--- config.mk ---
export PLATFORM = sky130hd
export DESIGN_NAME = pressure_setpoint_bang_bang_controller_top_flat
export DESIGN_NICKNAME = d
export VERILOG_FILES = /design/src/pspb_pkg.sv /design/src/pspb_if.sv /design/src/pspb_meas.sv /design/src/pspb_button.sv /design/src/pressure_setpoint_bang_bang_controller_top.sv /design/src/flat_wrapper.sv
export SDC_FILE = /design/constraint.sdc
export NUM_CORES = 1
export LEC_CHECK = 0
export BUFFER_PORTS_ARGS = -buffer_cell sky130_fd_sc_hd__buf_2
export CAP_MARGIN = 20
export CORE_UTILIZATION = 64
export DETAILED_ROUTE_END_ITERATION = 6
export GPL_TIMING_DRIVEN = 0
export PLACE_DENSITY = 0.83
export REMOVE_ABC_BUFFERS = 1
export SYNTH_ARGS = -nofsm -noshare
export SYNTH_HDL_FRONTEND = slang
export SYNTH_SLANG_ARGS = --single-unit
export TNS_END_PERCENT = 10
--- constraint.sdc ---
create_clock -name clock -period 15.7 [get_ports clock]
set_input_delay 2.355 -clock clock [delete_from_list [all_inputs] [get_ports clock]]
set_output_delay 2.355 -clock clock [all_outputs]
set_load 0.02 [all_outputs]
--- src/pspb_pkg.sv ---
// Shared types, register indexes and reset values for the pressure setpoint controller.
// No dependencies; every other file refers to this package by scoped names.
package pspb_pkg;

   localparam int ADC_BITS_DEF = 12;
   localparam int CSR_IDX_W    = 3;
   localparam int CSR_DATA_W   = 16;
   localparam int TARGET_W     = 12;
   localparam int MEAS_W       = 14;
   localparam int STEP_W       = 10;
   localparam int HOLD_W       = 16;
   localparam int BAND_W       = 8;
   localparam int GAIN_W       = 16;
   localparam int OFFSET_W     = 11;

   typedef enum logic [CSR_IDX_W-1:0] {
      CSR_HOLD_TICKS = 3'd0,
      CSR_BAND       = 3'd1,
      CSR_TARGET_MAX = 3'd2,
      CSR_SHORT_STEP = 3'd3,
      CSR_LONG_STEP  = 3'd4,
      CSR_ADC_GAIN   = 3'd5,
      CSR_ADC_OFFSET = 3'd6
   } csr_index_type;

   typedef struct packed {
      logic [HOLD_W-1:0]          hold_ticks;
      logic [BAND_W-1:0]          hysteresis_band;
      logic [TARGET_W-1:0]        target_max;
      logic [STEP_W-1:0]          short_step;
      logic [STEP_W-1:0]          long_step;
      logic [GAIN_W-1:0]          adc_gain;
      logic signed [OFFSET_W-1:0] adc_offset;
   } cfg_type;

   localparam cfg_type CFG_RESET = '{
      hold_ticks:      16'd700,
      hysteresis_band: 8'd10,
      target_max:      12'd800,
      short_step:      10'd10,
      long_step:       10'd100,
      adc_gain:        16'd40955,
      adc_offset:      -11'sd129
   };

   localparam logic [TARGET_W-1:0]      TARGET_RESET = 12'd500;
   localparam logic signed [MEAS_W-1:0] MEAS_MIN     = -14'sd1024;
   localparam logic signed [MEAS_W-1:0] MEAS_MAX     = 14'sd5119;

endpackage

--- src/pspb_if.sv ---
// Valid/ready channel interfaces for the request and response sides.
// Depends on pspb_pkg for field widths.
interface pspb_req_if #(
   parameter int ADC_BITS = pspb_pkg::ADC_BITS_DEF
);
   logic                up_pressed;
   logic                down_pressed;
   logic                regulate;
   logic [ADC_BITS-1:0] adc_sample;
   logic                valid;
   logic                ready;

   modport source (output valid, up_pressed, down_pressed, regulate, adc_sample,
                   input ready);
   modport sink   (input valid, up_pressed, down_pressed, regulate, adc_sample,
                   output ready);
endinterface

interface pspb_rsp_if;
   logic                                    relay_on;
   logic [pspb_pkg::TARGET_W-1:0]           target_level;
   logic signed [pspb_pkg::MEAS_W-1:0]      measured_level;
   logic signed [pspb_pkg::MEAS_W-1:0]      shown_level;
   logic                                    regulating;
   logic                                    valid;
   logic                                    ready;

   modport source (output valid, relay_on, target_level, measured_level, shown_level,
                   regulating, input ready);
   modport sink   (input valid, relay_on, target_level, measured_level, shown_level,
                   regulating, output ready);
endinterface

--- src/pspb_meas.sv ---
// Scales a registered ADC product to hundredths of a bar and saturates it.
// Depends on pspb_pkg.
module pspb_meas #(
   parameter int ADC_BITS = pspb_pkg::ADC_BITS_DEF
) (
   input  logic [ADC_BITS+pspb_pkg::GAIN_W-1:0]        product,
   input  logic signed [pspb_pkg::OFFSET_W-1:0]        adc_offset,
   output logic signed [pspb_pkg::MEAS_W-1:0]          measured
);
   localparam int BASE_W = (ADC_BITS > 12) ? ADC_BITS : 12;
   localparam int SUM_W  = BASE_W + 2;

   logic [ADC_BITS-1:0]     scaled;
   logic signed [SUM_W-1:0] scaled_s;
   logic signed [SUM_W-1:0] offset_s;
   logic signed [SUM_W-1:0] sum;
   logic signed [SUM_W-1:0] min_s;
   logic signed [SUM_W-1:0] max_s;

   always_comb begin
      scaled   = product[ADC_BITS+pspb_pkg::GAIN_W-1:pspb_pkg::GAIN_W];
      scaled_s = SUM_W'($signed({1'b0, scaled}));
      offset_s = SUM_W'(adc_offset);
      sum      = scaled_s + offset_s;
      min_s    = SUM_W'(pspb_pkg::MEAS_MIN);
      max_s    = SUM_W'(pspb_pkg::MEAS_MAX);
      if (sum < min_s) begin
         measured = pspb_pkg::MEAS_MIN;
      end else if (sum > max_s) begin
         measured = pspb_pkg::MEAS_MAX;
      end else begin
         measured = sum[pspb_pkg::MEAS_W-1:0];
      end
   end
endmodule

--- src/pspb_button.sv ---
// One setpoint button: press timer, short and long steps, target clamp.
// Depends on pspb_pkg.
module pspb_button (
   input  logic                            clock,
   input  logic                            reset,
   input  logic                            advance,
   input  logic                            pressed,
   input  logic                            step_down,
   input  logic [pspb_pkg::HOLD_W-1:0]     hold_ticks,
   input  logic [pspb_pkg::STEP_W-1:0]     short_step,
   input  logic [pspb_pkg::STEP_W-1:0]     long_step,
   input  logic [pspb_pkg::TARGET_W-1:0]   target_max,
   input  logic [pspb_pkg::TARGET_W-1:0]   target_in,
   output logic [pspb_pkg::TARGET_W-1:0]   target_out
);
   localparam int T_W = pspb_pkg::TARGET_W + 2;

   logic                          held_ff;
   logic                          held_in;
   logic [pspb_pkg::HOLD_W-1:0]   count_ff;
   logic [pspb_pkg::HOLD_W-1:0]   count_in;
   logic [pspb_pkg::HOLD_W-1:0]   count_inc;
   logic [pspb_pkg::STEP_W-1:0]   step;
   logic signed [T_W-1:0]         delta;
   logic signed [T_W-1:0]         sum;

   always_comb begin
      count_inc = (count_ff == '1) ? count_ff : count_ff + 1'b1;
      held_in   = held_ff;
      count_in  = count_ff;
      step      = '0;
      if (pressed) begin
         held_in = 1'b1;
         if (!held_ff) begin
            count_in = '0;
         end else if (count_inc > hold_ticks) begin
            step     = long_step;
            count_in = '0;
         end else begin
            count_in = count_inc;
         end
      end else if (held_ff) begin
         held_in  = 1'b0;
         count_in = count_inc;
         if (count_inc <= hold_ticks) begin
            step = short_step;
         end
      end
      delta = $signed({{(T_W-pspb_pkg::STEP_W){1'b0}}, step});
      if (step_down) begin
         sum = $signed({2'b00, target_in}) - delta;
      end else begin
         sum = $signed({2'b00, target_in}) + delta;
      end
      if (sum < 0) begin
         target_out = '0;
      end else if (sum > $signed({2'b00, target_max})) begin
         target_out = target_max;
      end else begin
         target_out = sum[pspb_pkg::TARGET_W-1:0];
      end
   end

   always_ff @(posedge clock) begin
      if (reset) begin
         held_ff  <= 1'b0;
         count_ff <= '0;
      end else if (advance) begin
         held_ff  <= held_in;
         count_ff <= count_in;
      end
   end
endmodule

--- src/pressure_setpoint_bang_bang_controller_top.sv ---
// Pressure setpoint controller with hysteresis relay drive; depends on pspb_pkg,
// pspb_if, pspb_meas and pspb_button.
// Path: a request accepted into the input register loads its response into the
// response register. Throughput: one request per cycle while the response side
// accepts, set by the combinational button and relay update between the registers.
// Synchronous reset restores all configuration registers, target 500, relay off.
module pressure_setpoint_bang_bang_controller_top #(
   parameter int ADC_BITS = pspb_pkg::ADC_BITS_DEF
) (
   input  logic                              clock,
   input  logic                              reset,
   input  logic                              csr_write_en,
   input  logic [pspb_pkg::CSR_IDX_W-1:0]    csr_index,
   input  logic [pspb_pkg::CSR_DATA_W-1:0]   csr_write_data,
   pspb_req_if.sink                          req_chan,
   pspb_rsp_if.source                        rsp_chan
);
   localparam int PROD_W = ADC_BITS + pspb_pkg::GAIN_W;
   localparam int CMP_W  = pspb_pkg::MEAS_W + 2;

   pspb_pkg::cfg_type cfg_ff;

   logic                          s1_valid_ff;
   logic                          s1_up_ff;
   logic                          s1_down_ff;
   logic                          s1_reg_ff;
   logic [PROD_W-1:0]             s1_product_ff;
   logic                          advance;
   logic                          req_take;

   logic [pspb_pkg::TARGET_W-1:0] target_ff;
   logic [pspb_pkg::TARGET_W-1:0] target_mid;
   logic [pspb_pkg::TARGET_W-1:0] target_in;
   logic                          relay_ff;
   logic                          relay_in;
   logic signed [pspb_pkg::MEAS_W-1:0] measured;
   logic signed [CMP_W-1:0]       meas_c;
   logic signed [CMP_W-1:0]       low_c;
   logic signed [CMP_W-1:0]       high_c;

   logic                               rsp_valid_ff;
   logic                               rsp_relay_ff;
   logic [pspb_pkg::TARGET_W-1:0]      rsp_target_ff;
   logic signed [pspb_pkg::MEAS_W-1:0] rsp_meas_ff;
   logic signed [pspb_pkg::MEAS_W-1:0] rsp_shown_ff;
   logic                               rsp_reg_ff;

   assign advance        = s1_valid_ff && (!rsp_valid_ff || rsp_chan.ready);
   assign req_chan.ready = !s1_valid_ff || advance;
   assign req_take       = req_chan.valid && req_chan.ready;

   always_ff @(posedge clock) begin
      if (reset) begin
         cfg_ff <= pspb_pkg::CFG_RESET;
      end else if (csr_write_en) begin
         case (pspb_pkg::csr_index_type'(csr_index))
            pspb_pkg::CSR_HOLD_TICKS: cfg_ff.hold_ticks <= csr_write_data;
            pspb_pkg::CSR_BAND:
               cfg_ff.hysteresis_band <= csr_write_data[pspb_pkg::BAND_W-1:0];
            pspb_pkg::CSR_TARGET_MAX:
               cfg_ff.target_max <= csr_write_data[pspb_pkg::TARGET_W-1:0];
            pspb_pkg::CSR_SHORT_STEP:
               cfg_ff.short_step <= csr_write_data[pspb_pkg::STEP_W-1:0];
            pspb_pkg::CSR_LONG_STEP:
               cfg_ff.long_step <= csr_write_data[pspb_pkg::STEP_W-1:0];
            pspb_pkg::CSR_ADC_GAIN: cfg_ff.adc_gain <= csr_write_data;
            pspb_pkg::CSR_ADC_OFFSET:
               cfg_ff.adc_offset <= $signed(csr_write_data[pspb_pkg::OFFSET_W-1:0]);
            default: ;
         endcase
      end
   end

   always_ff @(posedge clock) begin
      if (reset) begin
         s1_valid_ff <= 1'b0;
      end else if (req_chan.ready) begin
         s1_valid_ff <= req_chan.valid;
      end
   end

   always_ff @(posedge clock) begin
      if (req_take) begin
         s1_up_ff      <= req_chan.up_pressed;
         s1_down_ff    <= req_chan.down_pressed;
         s1_reg_ff     <= req_chan.regulate;
         s1_product_ff <= PROD_W'(req_chan.adc_sample) * PROD_W'(cfg_ff.adc_gain);
      end
   end

   pspb_meas #(.ADC_BITS(ADC_BITS)) u_meas (
      .product    (s1_product_ff),
      .adc_offset (cfg_ff.adc_offset),
      .measured   (measured)
   );

   pspb_button u_up (
      .clock      (clock),
      .reset      (reset),
      .advance    (advance),
      .pressed    (s1_up_ff),
      .step_down  (1'b0),
      .hold_ticks (cfg_ff.hold_ticks),
      .short_step (cfg_ff.short_step),
      .long_step  (cfg_ff.long_step),
      .target_max (cfg_ff.target_max),
      .target_in  (target_ff),
      .target_out (target_mid)
   );

   pspb_button u_down (
      .clock      (clock),
      .reset      (reset),
      .advance    (advance),
      .pressed    (s1_down_ff),
      .step_down  (1'b1),
      .hold_ticks (cfg_ff.hold_ticks),
      .short_step (cfg_ff.short_step),
      .long_step  (cfg_ff.long_step),
      .target_max (cfg_ff.target_max),
      .target_in  (target_mid),
      .target_out (target_in)
   );

   always_comb begin
      meas_c   = CMP_W'(measured);
      low_c    = $signed({4'b0000, target_in}) - $signed({8'h00, cfg_ff.hysteresis_band});
      high_c   = $signed({4'b0000, target_in}) + $signed({8'h00, cfg_ff.hysteresis_band});
      relay_in = relay_ff;
      if (s1_reg_ff) begin
         if (meas_c < low_c) begin
            relay_in = 1'b1;
         end else if (meas_c > high_c) begin
            relay_in = 1'b0;
         end
      end
   end

   always_ff @(posedge clock) begin
      if (reset) begin
         target_ff <= pspb_pkg::TARGET_RESET;
         relay_ff  <= 1'b0;
      end else if (advance) begin
         target_ff <= target_in;
         relay_ff  <= relay_in;
      end
   end

   always_ff @(posedge clock) begin
      if (reset) begin
         rsp_valid_ff <= 1'b0;
      end else if (advance) begin
         rsp_valid_ff <= 1'b1;
      end else if (rsp_chan.ready) begin
         rsp_valid_ff <= 1'b0;
      end
   end

   always_ff @(posedge clock) begin
      if (advance) begin
         rsp_relay_ff  <= relay_in;
         rsp_target_ff <= target_in;
         rsp_meas_ff   <= measured;
         rsp_shown_ff  <= s1_reg_ff ? measured : $signed({2'b00, target_in});
         rsp_reg_ff    <= s1_reg_ff;
      end
   end

   assign rsp_chan.valid          = rsp_valid_ff;
   assign rsp_chan.relay_on       = rsp_relay_ff;
   assign rsp_chan.target_level   = rsp_target_ff;
   assign rsp_chan.measured_level = rsp_meas_ff;
   assign rsp_chan.shown_level    = rsp_shown_ff;
   assign rsp_chan.regulating     = rsp_reg_ff;
endmodule
--- src/flat_wrapper.sv ---
// flat-port wrapper written by rule: the top's interface ports become plain ports
module pressure_setpoint_bang_bang_controller_top_flat 
#(
   parameter int ADC_BITS = pspb_pkg::ADC_BITS_DEF
)
  (clock, reset, csr_write_en, csr_index, csr_write_data, req_chan_valid, req_chan_up_pressed, req_chan_down_pressed, req_chan_regulate, req_chan_adc_sample, req_chan_ready, rsp_chan_valid, rsp_chan_relay_on, rsp_chan_target_level, rsp_chan_measured_level, rsp_chan_shown_level, rsp_chan_regulating, rsp_chan_ready);
  pspb_req_if #(.ADC_BITS(ADC_BITS)) req_chan_i ();
  pspb_rsp_if rsp_chan_i ();
  input  logic clock;
  input  logic reset;
  input  logic csr_write_en;
  input  logic [pspb_pkg::CSR_IDX_W-1:0] csr_index;
  input  logic [pspb_pkg::CSR_DATA_W-1:0] csr_write_data;
  input wire logic [$bits(req_chan_i.valid)-1:0] req_chan_valid;
  input wire logic [$bits(req_chan_i.up_pressed)-1:0] req_chan_up_pressed;
  input wire logic [$bits(req_chan_i.down_pressed)-1:0] req_chan_down_pressed;
  input wire logic [$bits(req_chan_i.regulate)-1:0] req_chan_regulate;
  input wire logic [$bits(req_chan_i.adc_sample)-1:0] req_chan_adc_sample;
  output wire logic [$bits(req_chan_i.ready)-1:0] req_chan_ready;
  output wire logic [$bits(rsp_chan_i.valid)-1:0] rsp_chan_valid;
  output wire logic [$bits(rsp_chan_i.relay_on)-1:0] rsp_chan_relay_on;
  output wire logic [$bits(rsp_chan_i.target_level)-1:0] rsp_chan_target_level;
  output wire logic [$bits(rsp_chan_i.measured_level)-1:0] rsp_chan_measured_level;
  output wire logic [$bits(rsp_chan_i.shown_level)-1:0] rsp_chan_shown_level;
  output wire logic [$bits(rsp_chan_i.regulating)-1:0] rsp_chan_regulating;
  input wire logic [$bits(rsp_chan_i.ready)-1:0] rsp_chan_ready;
  assign req_chan_i.valid = req_chan_valid;
  assign req_chan_i.up_pressed = req_chan_up_pressed;
  assign req_chan_i.down_pressed = req_chan_down_pressed;
  assign req_chan_i.regulate = req_chan_regulate;
  assign req_chan_i.adc_sample = req_chan_adc_sample;
  assign req_chan_ready = req_chan_i.ready;
  assign rsp_chan_valid = rsp_chan_i.valid;
  assign rsp_chan_relay_on = rsp_chan_i.relay_on;
  assign rsp_chan_target_level = rsp_chan_i.target_level;
  assign rsp_chan_measured_level = rsp_chan_i.measured_level;
  assign rsp_chan_shown_level = rsp_chan_i.shown_level;
  assign rsp_chan_regulating = rsp_chan_i.regulating;
  assign rsp_chan_i.ready = rsp_chan_ready;
  pressure_setpoint_bang_bang_controller_top #(.ADC_BITS(ADC_BITS)) u_core (.clock(clock), .reset(reset), .csr_write_en(csr_write_en), .csr_index(csr_index), .csr_write_data(csr_write_data), .req_chan(req_chan_i), .rsp_chan(rsp_chan_i));
endmodule
==> metrics.yaml <==
holdPathStages: 2
number_of_synthesized_register_bits: 189
floorplan.rows: 60
dpl.cell_count: 2513
cp_data_required_time_ns: 16.07
worst_setup_path_end_kind: "register"
grt_pass1_wl_um: 74500
timing_max_transition_violations_final: 0
ios: 83
synthTopCellsByArea: "sky130_fd_sc_hd__fa_1 16%, sky130_fd_sc_hd__dfxtp_1 15%, sky130_fd_sc_hd__ha_1 14%, sky130_fd_sc_hd__edfxtp_1 9.5%, sky130_fd_sc_hd__nand2_1 8.1%"
path_class: "reg2reg"
nNetsFinal: 2558
cts_tree: "yes"
synthesis.area_per_instance_um2: 8.39
fp.dieH_um: 170
setup_viol: 0
regArea_um2: 4350
synth_edf_count: 57
dp.final_hpwl_um: 34300
synth_top_cell_area_share_pct: 16.0
synth.cell_area_um2: 18000
die_area_um2: 28800
detail_route.wl_per_cell_um: 18.2
clock-skew-final_ns: 0.0159
dr_wl_met3_um: 3430
crit_path_max_fanout: 14
route.final.wire_length_um: 46500
i_o_buffers: 82
number_of_buffers_inserted_during_clock_tree_synthesis: 17
number_of_h_tree_levels: 4
fin_crit_sh_pct: 94.3
total_power_w: 0.00457
critical-path-slowest-cell: "sky130_fd_sc_hd__dfxtp_1"
p_leak_nw: 8.91
dominant_combinational_cell_family_by_area_after_synthesis: "adder cells"
multi_input_area_um2: 12500
outcome: "completed"
worst_tran_pin_value_ns: 1.00
ys_async_sr_fraction_pct: 0
vdd_ir_drop_max_v: 0.000154
synth.lib_cells_used.distinct: 74
drive_above_1_share_pct: 7.99
initial_antenna_violation_count: 1
die_w_um: 170
drv.max_cap_violation_count: 0
router_iterations_before_antenna_repair: 6
worstHoldPathType: "reg2reg"
top_layer_used: "met4"
detailroute.wirelength.met2_um: 22600
utilization_pct: 71.2
post-route-drc-count: 0
synth.yosys.seq_area_share_pct: 24.2
worst_slew_margin_rel_pct: 32.8
cts_sinks: 189
dominantRegCellSynth: "sky130_fd_sc_hd__dfxtp_1"
number_of_violations_reported_at_the_end_of_detailed_routing_iteration_0: 1494
path_clk_slew_ns: 0.08
hold_viol: 0
gr-total-overflow: 0
start_util_pct: 65.9
clk_latency_ns: 0.45
most_common_cell_after_layout_fill_and_taps_aside: "sky130_fd_sc_hd__nand2_1"
worstSetupStartpointType: "register"
grt_max_degree: 84
synth_xor_area_share_pct: 3.75
r2r_cells: 72
synth_compound_area_share_pct: 14.0
dr_total_vias: 15800
final_cell_count_without_fillers: 2562
basic_gate_share_of_the_synthesized_area_counting_and_or_nand_and_nor_cells_pct: 20.8
floorplan.core_area_um2: 27300
cts-root-buf: "sky130_fd_sc_hd__clkbuf_16"
layout_min_cycle_time_ns: 14.80
synth_fa_ha_area_share_pct: 29.9
routedLengthMet1_um: 18900
critPathArrivalTime_ns: 15.17
nFillCells: 2071
clk_path_buf_depth: 2
gp_congestion: 0.959
track_usage_pct: 32.6
max_clock_freq_ghz: 0.0676
most-common-layout-cells: "390 x sky130_fd_sc_hd__nand2_1, 224 x sky130_fd_sc_hd__inv_1, 199 x sky130_fd_sc_hd__ha_1"
number_of_warnings_reported_in_the_yosys_synthesis_log: 0
finalHoldWorstSlack_ns: 0.459
vias_in_the_first_global_route: 15200
syn_inst: 2142
synth_mux_area_share_pct: 0.543
route.antenna.remaining_nets: 0
cp_slowest_stage_delay_ns: 0.43
powerDensity_nw_per_um2: 236
drt-vias-per-instance: 6.16
area_growth_syn_to_layout_pct: 8.00
library_cell_with_the_largest_summed_area_after_synthesis: "sky130_fd_sc_hd__fa_1"
[worst max-delay path, delay by kind of cell, from the launching register on]
family	cells	cell delay (ns)
flops	1	0.43
simple gates	24	4.16
xor+xnor	2	0.23
fa+ha+maj	10	2.87
buf+inv	6	0.73
compound gates	27	5.53
mux	3	0.76
[worst paths after layout]
kind	startpoint	to	slack, ns
setup / recovery	u_core.u_up.count_ff[3]	u_core.relay_ff	0.90
hold / removal	u_core.cfg_ff[50]	u_core.cfg_ff[50]	0.46
setup reg to reg	u_core.u_up.count_ff[3]	u_core.relay_ff	0.90
hold reg to reg	u_core.cfg_ff[50]	u_core.cfg_ff[50]	0.46
[cell usage after synthesis, types with 8 or more instances]
| library cell | n |
|---|---|
| sky130_fd_sc_hd__nand2_1 | 390 |
| sky130_fd_sc_hd__inv_1 | 225 |
| sky130_fd_sc_hd__ha_1 | 199 |
| sky130_fd_sc_hd__fa_1 | 144 |
| sky130_fd_sc_hd__nor2_1 | 141 |
| sky130_fd_sc_hd__a21oi_1 | 135 |
| sky130_fd_sc_hd__dfxtp_1 | 132 |
| sky130_fd_sc_hd__clkbuf_1 | 79 |
| sky130_fd_sc_hd__nand3_1 | 77 |
| sky130_fd_sc_hd__and2_1 | 64 |
| sky130_fd_sc_hd__o21ai_0 | 60 |
| sky130_fd_sc_hd__edfxtp_1 | 57 |
| sky130_fd_sc_hd__xnor2_1 | 52 |
| sky130_fd_sc_hd__a21o_1 | 30 |
| sky130_fd_sc_hd__nand4_1 | 30 |
| sky130_fd_sc_hd__and3_1 | 25 |
| sky130_fd_sc_hd__a31oi_1 | 23 |
| sky130_fd_sc_hd__o211ai_1 | 23 |
| sky130_fd_sc_hd__xor2_1 | 23 |
| sky130_fd_sc_hd__nor3_1 | 21 |
| sky130_fd_sc_hd__o21a_1 | 18 |
| sky130_fd_sc_hd__nand2b_1 | 16 |
| sky130_fd_sc_hd__nor2b_1 | 16 |
| sky130_fd_sc_hd__nor3b_1 | 12 |
| sky130_fd_sc_hd__a211oi_1 | 9 |
| sky130_fd_sc_hd__a22oi_1 | 9 |
| sky130_fd_sc_hd__o21bai_1 | 8 |
| sky130_fd_sc_hd__or3_1 | 8 |
[where the power goes]
group / internal [W] / switching (W)
logic: 0.00137 / 0.00203
registers: 0.000679 / 0.0000401
clock network: 0.000229 / 0.000219
total: 0.00228 / 0.00229
[metal layers]
| layer | GRT usage (%) | up-vias |
|---|---|---|
| li1 | - | 7301 |
| met1 | 41.9 | 7662 |
| met2 | 55.7 | 685 |
| met3 | 5.04 | 126 |
| met4 | 11.5 | 0 |
| met5 | 0 | - |
[cells by family after synthesis]
family,Yosys count
fa+ha+maj,343
buf+inv,317
compound gates,388
xor+xnor,76
mux,9
simple gates,820
flops,189
[stage by stage]
step / area [um^2] / setup TNS (ns) / setup slack (ns)
after detailed placement: 18600 / -2.33 / -1.25
after CTS: 19200 / 0 / 0.00214
after floorplan: 17600 / 0 / 1.02
after global placement: 18500 / -2.46 / -1.34
after global routing: 19400 / -0.145 / -0.145
final: 19400 / 0 / 0.899
[layout make-up]
cell class / count / area share (%)
clock inverter: 14 / 0.890
timing repair buffer: 102 / 3.02
inverter: 228 / 4.42
sequential: 189 / 22.4
multi-input combinational: 1638 / 64.6
antenna: 1 / 0.0129
tap: 372 / 2.40
clock buffer: 18 / 2.21
[timing repair]
action / 4_1_cts / 5_1_grt
gates resized for setup: 6 / 16
pin swaps: 0 / 8
endpoints found under the setup margin: 2 / 2
buffers inserted: 0 / 12
hold buffers: 0 / 0
gates cloned: 0 / 2
[state kept, by name (all words and copies together) (netlist names), 12 cells and up]
name / cells
u_core.rsp_chan.target_level: 12
u_core.rsp_chan.measured_level: 14
u_core.rsp_chan.shown_level: 14
u_core.s1_product_ff: 12
u_core.cfg_ff: 83
u_core.u_down.count_ff: 16
u_core.target_ff: 12
u_core.u_up.count_ff: 16
(Power assumes the default switching activity.)
